==> config.mk <==
export PLATFORM = sky130hd
export DESIGN_NAME = box_grid_subdivider_top
export DESIGN_NICKNAME = d
export VERILOG_FILES = /design/src/rtl/core/bgs_pkg.sv /design/src/rtl/core/bgs_slab_unit.sv /design/src/rtl/core/box_grid_subdivider_top.sv
export SDC_FILE = /design/constraint.sdc
export NUM_CORES = 1
export LEC_CHECK = 0
export BUFFER_PORTS_ARGS = -buffer_cell sky130_fd_sc_hd__buf_2
export CAP_MARGIN = 40
export CORE_MARGIN = 2
export CORE_UTILIZATION = 50
export DETAILED_ROUTE_END_ITERATION = 7
export GPL_TIMING_DRIVEN = 0
export PLACE_DENSITY = 0.69
export SLEW_MARGIN = 25
export SYNTH_ARGS = -nofsm -noshare
export SYNTH_HDL_FRONTEND = slang
export SYNTH_SLANG_ARGS = --single-unit
==> constraint.sdc <==
create_clock -name clk_i -period 9.75 [get_ports clk_i]
set_input_delay 1.4625 -clock clk_i [delete_from_list [all_inputs] [get_ports clk_i]]
set_output_delay 1.4625 -clock clk_i [all_outputs]
set_load 0.02 [all_outputs]
==> src/rtl/core/bgs_pkg.sv <==
// shared constants and types for the box grid subdivider
package bgs_pkg;

  localparam int MaxSlabs     = 4;
  localparam int CoordW       = 32;
  localparam int SlabSizeW    = 31;
  localparam int NumAxes      = 3;
  localparam int SlabSizeRst  = 65536;

  typedef struct packed {
    logic                     empty;
    logic                     covered;
    logic signed [CoordW-1:0] bound;
  } slab_res_t;

endpackage

==> src/rtl/core/bgs_slab_unit.sv <==
// shared slab step: advances k*step, clamps the next bound, checks coverage
module bgs_slab_unit #(
  parameter int AccW = 35
) (
  input  logic signed [bgs_pkg::CoordW-1:0]    lo_i,
  input  logic signed [bgs_pkg::CoordW-1:0]    hi_i,
  input  logic        [AccW-1:0]               acc_i,
  input  logic        [bgs_pkg::SlabSizeW-1:0] step_i,
  output logic        [AccW-1:0]               acc_o,
  output bgs_pkg::slab_res_t                   res_o
);
  import bgs_pkg::*;

  localparam int SumW = AccW + 1;

  logic signed [CoordW:0] ext;
  logic signed [SumW-1:0] sum;

  always_comb begin
    ext = {hi_i[CoordW-1], hi_i} - {lo_i[CoordW-1], lo_i};
    acc_o = acc_i + AccW'(step_i);
    sum = SumW'(lo_i) + signed'({1'b0, acc_o});
    res_o.empty = ext[CoordW] || (ext == '0);
    res_o.covered = (acc_o >= AccW'(ext));
    res_o.bound = (sum < SumW'(hi_i)) ? sum[CoordW-1:0] : hi_i;
  end

endmodule

==> src/rtl/core/box_grid_subdivider_top.sv <==
// box grid subdivider: slab bound sequencer, bound storage and grid emitter
//
//  channel   | dir | handshake                      | payload
//  s_axis    | in  | s_axis_tvalid_i/s_axis_tready_o | box min xyz, max xyz
//  m_axis    | out | m_axis_tvalid_o/m_axis_tready_i | sub-box, tlast, tuser
//  cfg       | in  | cfg_we_i                        | slab_size
//
// a box is accepted, then the shared slab adder steps through up to MAX_SLABS slabs per
// axis, x then y then z, then one sub-box beat per cycle goes out unless the output stalls
// reset clears control and loads the reset slab size; bound tables and payload hold no reset value
// an empty axis ends the box as soon as it is seen, with no beats
// output stalls hold the beat register and stop the grid counters
module box_grid_subdivider_top #(
  parameter int MAX_SLABS = bgs_pkg::MaxSlabs
) (
  input  logic         clk_i,
  input  logic         rst_ni,
  input  logic         cfg_we_i,
  input  logic [30:0]  cfg_wdata_i,
  input  logic         s_axis_tvalid_i,
  output logic         s_axis_tready_o,
  // box_min_x, box_min_y, box_min_z, box_max_x, box_max_y, box_max_z
  input  logic [191:0] s_axis_tdata_i,
  output logic         m_axis_tvalid_o,
  input  logic         m_axis_tready_i,
  // sub_min_x, sub_min_y, sub_min_z, sub_max_x, sub_max_y, sub_max_z
  output logic [191:0] m_axis_tdata_o,
  output logic         m_axis_tlast_o,
  // truncated
  output logic         m_axis_tuser_o
);
  import bgs_pkg::*;

  localparam int SlabW = (MAX_SLABS > 1) ? $clog2(MAX_SLABS) : 1;
  localparam int CntW  = $clog2(MAX_SLABS + 1);
  localparam int AccW  = 32 + $clog2(MAX_SLABS + 1);

  localparam logic [1:0] StIdle = 2'd0;
  localparam logic [1:0] StCalc = 2'd1;
  localparam logic [1:0] StEmit = 2'd2;

  localparam logic [1:0] AxisX = 2'd0;
  localparam logic [1:0] AxisY = 2'd1;
  localparam logic [1:0] AxisZ = 2'd2;

  logic [1:0]             state_q, state_d;
  logic [1:0]             axis_q, axis_d;
  logic [CntW-1:0]        k_q, k_d;
  logic [AccW-1:0]        acc_q, acc_d, acc_nxt;
  logic                   trunc_q, trunc_d;
  logic [SlabSizeW-1:0]   slab_size_q;
  logic [SlabSizeW-1:0]   step;
  logic [SlabW-1:0]       xlast_q, ylast_q, zlast_q;
  logic [SlabW-1:0]       x_q, y_q, z_q, x_d, y_d, z_d;
  logic [SlabW-1:0]       kidx, kpos;
  logic [CntW-1:0]        km1;
  logic signed [CoordW-1:0] box_min_q [NumAxes];
  logic signed [CoordW-1:0] box_max_q [NumAxes];
  logic signed [CoordW-1:0] smin_x_q [MAX_SLABS];
  logic signed [CoordW-1:0] smin_y_q [MAX_SLABS];
  logic signed [CoordW-1:0] smin_z_q [MAX_SLABS];
  logic signed [CoordW-1:0] smax_x_q [MAX_SLABS];
  logic signed [CoordW-1:0] smax_y_q [MAX_SLABS];
  logic signed [CoordW-1:0] smax_z_q [MAX_SLABS];
  logic signed [CoordW-1:0] lo, hi;
  slab_res_t              res;
  logic                   in_fire, out_free, k_at_max, axis_done, grid_last;
  logic                   out_valid_q;
  logic [191:0]           out_data_q;
  logic                   out_last_q, out_user_q;

  assign s_axis_tready_o = (state_q == StIdle);
  assign in_fire  = s_axis_tvalid_i && s_axis_tready_o;
  assign out_free = !out_valid_q || m_axis_tready_i;
  assign step     = (slab_size_q == '0) ? SlabSizeW'(1) : slab_size_q;
  assign lo       = box_min_q[axis_q];
  assign hi       = box_max_q[axis_q];
  assign km1      = k_q - CntW'(1);
  assign kidx     = km1[SlabW-1:0];
  assign kpos     = k_q[SlabW-1:0];
  assign k_at_max = (k_q == CntW'(MAX_SLABS));
  assign axis_done = res.covered || k_at_max;
  assign grid_last = (x_q == xlast_q) && (y_q == ylast_q) && (z_q == zlast_q);

  bgs_slab_unit #(
    .AccW(AccW)
  ) u_slab (
    .lo_i  (lo),
    .hi_i  (hi),
    .acc_i (acc_q),
    .step_i(step),
    .acc_o (acc_nxt),
    .res_o (res)
  );

  always_comb begin
    state_d = state_q;
    axis_d  = axis_q;
    k_d     = k_q;
    acc_d   = acc_q;
    trunc_d = trunc_q;
    x_d     = x_q;
    y_d     = y_q;
    z_d     = z_q;
    case (state_q)
      StIdle: begin
        if (in_fire) begin
          state_d = StCalc;
          axis_d  = AxisX;
          k_d     = CntW'(1);
          acc_d   = '0;
          trunc_d = 1'b0;
        end
      end
      StCalc: begin
        if (res.empty) begin
          state_d = StIdle;
        end else if (axis_done) begin
          trunc_d = trunc_q || !res.covered;
          k_d     = CntW'(1);
          acc_d   = '0;
          if (axis_q == AxisZ) begin
            state_d = StEmit;
            x_d = '0;
            y_d = '0;
            z_d = '0;
          end else begin
            axis_d = axis_q + 2'd1;
          end
        end else begin
          k_d   = k_q + CntW'(1);
          acc_d = acc_nxt;
        end
      end
      StEmit: begin
        if (out_free) begin
          if (grid_last) begin
            state_d = StIdle;
          end else if (z_q != zlast_q) begin
            z_d = z_q + SlabW'(1);
          end else if (y_q != ylast_q) begin
            z_d = '0;
            y_d = y_q + SlabW'(1);
          end else begin
            z_d = '0;
            y_d = '0;
            x_d = x_q + SlabW'(1);
          end
        end
      end
      default: state_d = StIdle;
    endcase
  end

  always_ff @(posedge clk_i or negedge rst_ni) begin
    if (!rst_ni) begin
      state_q     <= StIdle;
      axis_q      <= AxisX;
      k_q         <= CntW'(1);
      acc_q       <= '0;
      trunc_q     <= 1'b0;
      x_q         <= '0;
      y_q         <= '0;
      z_q         <= '0;
      slab_size_q <= SlabSizeW'(SlabSizeRst);
      out_valid_q <= 1'b0;
    end else begin
      state_q <= state_d;
      axis_q  <= axis_d;
      k_q     <= k_d;
      acc_q   <= acc_d;
      trunc_q <= trunc_d;
      x_q     <= x_d;
      y_q     <= y_d;
      z_q     <= z_d;
      if (cfg_we_i) begin
        slab_size_q <= cfg_wdata_i;
      end
      if (state_q == StEmit && out_free) begin
        out_valid_q <= 1'b1;
      end else if (m_axis_tready_i) begin
        out_valid_q <= 1'b0;
      end
    end
  end

  // box capture, bound tables and the beat register
  always_ff @(posedge clk_i) begin
    if (in_fire) begin
      for (int a = 0; a < NumAxes; a++) begin
        box_min_q[a] <= s_axis_tdata_i[a*CoordW +: CoordW];
        box_max_q[a] <= s_axis_tdata_i[(a+NumAxes)*CoordW +: CoordW];
      end
    end
    if (state_q == StCalc && !res.empty) begin
      case (axis_q)
        AxisX: begin
          smax_x_q[kidx] <= res.bound;
          if (k_q == CntW'(1)) smin_x_q[0] <= lo;
          if (!k_at_max) smin_x_q[kpos] <= res.bound;
          if (axis_done) xlast_q <= kidx;
        end
        AxisY: begin
          smax_y_q[kidx] <= res.bound;
          if (k_q == CntW'(1)) smin_y_q[0] <= lo;
          if (!k_at_max) smin_y_q[kpos] <= res.bound;
          if (axis_done) ylast_q <= kidx;
        end
        AxisZ: begin
          smax_z_q[kidx] <= res.bound;
          if (k_q == CntW'(1)) smin_z_q[0] <= lo;
          if (!k_at_max) smin_z_q[kpos] <= res.bound;
          if (axis_done) zlast_q <= kidx;
        end
        default: ;
      endcase
    end
    if (state_q == StEmit && out_free) begin
      out_data_q <= {smax_z_q[z_q], smax_y_q[y_q], smax_x_q[x_q],
                     smin_z_q[z_q], smin_y_q[y_q], smin_x_q[x_q]};
      out_last_q <= grid_last;
      out_user_q <= trunc_q;
    end
  end

  assign m_axis_tvalid_o = out_valid_q;
  assign m_axis_tdata_o  = out_data_q;
  assign m_axis_tlast_o  = out_last_q;
  assign m_axis_tuser_o  = out_user_q;

`ifndef SYNTHESIS
  a_last_ends_box: assert property (@(posedge clk_i) disable iff (!rst_ni)
    (state_q == StEmit && out_free && grid_last) |=> (state_q == StIdle))
    else $error("box did not end after last beat");

  a_grid_in_range: assert property (@(posedge clk_i) disable iff (!rst_ni)
    (state_q == StEmit) |-> (x_q <= xlast_q && y_q <= ylast_q && z_q <= zlast_q))
    else $error("grid counter beyond slab count");

  a_accept_starts: assert property (@(posedge clk_i) disable iff (!rst_ni)
    in_fire |=> (state_q == StCalc && axis_q == AxisX && k_q == CntW'(1)))
    else $error("accepted box did not start at x axis");

  a_beat_only_emit: assert property (@(posedge clk_i) disable iff (!rst_ni)
    ($rose(out_valid_q)) |-> ($past(state_q) == StEmit))
    else $error("beat raised outside emit");
`endif

endmodule

==> impl_metrics.py <==
metrics = {
    "synthesis": {
        "synth_edf_count": 1160,
        "async_reset_ff_share_pct": 6.53,
        "synth_fa_ha_area_share_pct": 4.27,
        "synth.area.top_cells": "edfxtp_1 65%, mux4_2 8.1%, ha_1 4.2%",
        "netlist_area_um2": 53300,
        "seq_area_frac_synth_pct": 69.1,
        "syn-num-nets": 3595,
        "synth.distinct_cells": 83,
        "synthCells": 3187,
        "synth_commonest_cells": "1160 x edfxtp_1, 195 x mux2i_1, 192 x mux4_2, 177 x ha_1, 161 x inv_1",
        "synth.area.mux_share_pct": 12.5,
        "synth_area_per_cell_um2": 16.7,
        "ys.flop_type": "edfxtp_1",
        "synth-compound-area-share_pct": 6.08,
        "synthSimpleGateAreaFrac_pct": 4.32,
        "synth_xor_area_share_pct": 1.35,
        "ys_warn_count": 0,
        "synth_top_family_by_area": "multiplexers",
        "synth_top_area_share_pct": 65.3,
        "yosysMostFrequentCell": "edfxtp_1",
        "synth.largest_area_cell": "edfxtp_1",
        "synth_seq_cells": 1241,
    },
    "sta": {
        "min_period_ps": 9450,
        "hold_violations": 0,
        "worst_pin_slew_ps": 1020,
        "max_freq_ghz": 0.106,
        "relSlewSlack_pct": 31.5,
        "post-route-period-util_pct": 96.9,
        "maxSlewViolCount": 0,
        "setup_slack_ps": 301,
        "skew_ps": 57.9,
        "setup_violations": 0,
    },
    "clock_tree": {
        "ctsHoldBuffers": 0,
        "numCtsBuffers": 121,
        "clock-sinks": 1241,
        "clockBufferDepth": 3,
        "clkTransAtPathRegs_ps": 60,
        "tritoncts": "done",
        "h-tree-depth": 3,
        "clock-root-buffer": "clkbuf_16",
        "worstSkewPairLatency_ps": 750,
    },
    "floorplan": {
        "die_w_um": 331,
        "fp.dieH_um": 331,
        "ioPinCount": 424,
        "core.rowCount": 119,
        "dieArea_um2": 109000,
        "core_um2": 106000,
        "initial_utilization_pct": 50.5,
    },
    "global_routing": {
        "grt.overflow.total": 0,
        "grt_usage_pct": 25.4,
        "grt_max_degree": 107,
        "grt_pass1_vias": 30800,
        "grt_pass1_wl_mm": 200,
        "antenna_found_initial": 6,
    },
    "cells_and_area": {
        "area_growth_pct": 19.2,
        "final_core_util_pct": 60.2,
        "n_fill_cell": 7865,
        "nNetsFinal": 4346,
        "drive_above_1_share_pct": 28.9,
        "multi_input_area_um2": 15600,
        "ff_latch_area_um2": 36900,
        "final_cells": 5429,
    },
    "route": {
        "drc": 0,
        "drtIter0Drc": 3542,
        "ant_nets": 0,
        "vias": 31800,
        "viasPerCell": 5.85,
        "post_drt_wl_per_cell_um": 26.2,
        "wl_mm": 142,
        "drtPass1Iterations": 8,
    },
    "setup_path": {
        "crit_slowest_cell": "dfrtp_1",
        "critical_path.startpoint_type": "register",
        "critPathArrivalTime_ps": 10060,
        "cp_common_cell": "a21oi_1",
        "crit_path_end_kind": "register",
        "cp.required_ps": 10360,
        "max_stage_delay_ps": 730,
        "crit_fanout": 10,
        "worstSetupPathType": "register to register",
    },
    "run_status": {
        "status": "finished, final reports clean",
    },
    "placed_design": {
        "hpwlAfterDp_mm": 104,
        "dp_slack_ps": -1100,
        "dp_cells": 5162,
        "portBuffers": 422,
        "gp_congestion": 0.919,
    },
    "run": {
        "maxCapViolations": 0,
    },
    "worst_hold_path": {
        "hp-class": "register to register",
    },
}
area by class of cell:
class	instances	share of cell area (%)
buffer	152	1.09
timing repair inverter	20	0.236
inverter	161	1.08
sequential	1241	58.0
antenna	4	0.0157
timing repair buffer	609	6.14
tap	1391	2.74
clock inverter	73	1.16
multi-input combinational	1632	24.6
clock buffer	146	4.94
metrics by stage:
| stage | instance area [µm²] | TNS, ps | hold slack (ps) |
|---|---|---|---|
| floorplan | 53300 | 0 | 427 |
| global placement | 57200 | -3146560 | 481 |
| detailed placement | 58900 | -633730 | 488 |
| CTS | 62900 | -11080 | 505 |
| global route | 63600 | -41.2 | 516 |
| finish | 63600 | 0 | 501 |
registers in the layout (all words and copies together), names as in the netlist, 3 cells and up:
signal	flops
smax_y_q	128
m_axis_tdata_o	192
smin_y_q	128
k_q	3
box_max_q	96
smax_x_q	128
smax_z_q	128
smin_x_q	128
smin_z_q	128
acc_q	35
slab_size_q	31
box_min_q	96
metal layers:
layer,global-route usage [%],up-vias,wire [µm],part of all wire (%)
met1,35.0,16000,58000,41
li1,-,14100,-,-
met2,42.0,1434,69100,49
met3,3.59,218,10200,7.2
met4,8.45,0,4770,3.4
met5,0,-,0,0
kinds of logic after synthesis:
kind of cell,count (synthesis)
flip-flops,1241
AO/OA/AOI/OAI,496
AND/OR/NAND/NOR,454
multiplexers,420
buffers and inverters,314
adder cells (fa/ha/maj),180
XOR/XNOR,82
worst max-delay path: cells and delay by family (launching register included):
family	cells	cell delay, ps
buf+inv	8	3310
compound gates	14	3170
fa+ha+maj	3	930
flops	1	730
simple gates	4	730
xor+xnor	1	430
path summary, 6_finish.rpt:
path | cells past startpoint | start | to | slack, ps
setup / recovery | 30 | axis_q[1] | acc_q[33] | 300
hold / removal | 1 | acc_q[0] | acc_q[0] | 500
setup reg to reg | 30 | axis_q[1] | acc_q[33] | 300
hold reg to reg | 1 | acc_q[0] | acc_q[0] | 500
max in group asynchronous | 2 | rst_ni | slab_size_q[16] | 8470
min in group asynchronous | 1 | rst_ni | k_q[1] | 630
repair_timing:
action | CTS | global route
buffers inserted | 1 | 9
hold endpoints to repair | 0 | 0
pin swaps | 0 | 0
gates cloned | 3 | 17
gates resized for setup | 28 | 79
endpoints found under the setup margin | 768 | 766
layout by cell type, fill, tap and decap left out, types with 35 or more instances in the layout:
cell	Yosys	final
nor2_1	125	119
nand3_1	41	41
nand2_1	110	110
buf_4	0	71
xnor2_1	60	57
dfrtp_1	79	79
buf_6	11	41
o21ai_0	102	99
inv_1	161	134
mux2i_1	195	172
clkinvlp_4	0	44
clkbuf_16	0	122
edfxtp_1	1160	1160
buf_1	46	35
a21oi_1	158	156
buf_2	11	503
mux4_2	192	192
a21o_1	36	36
ha_1	177	177
clkbuf_1	85	105
Power is left out: the tool's default activity adds up to more than one toggle a clock period on the data nets, which glitch-free logic cannot reach.
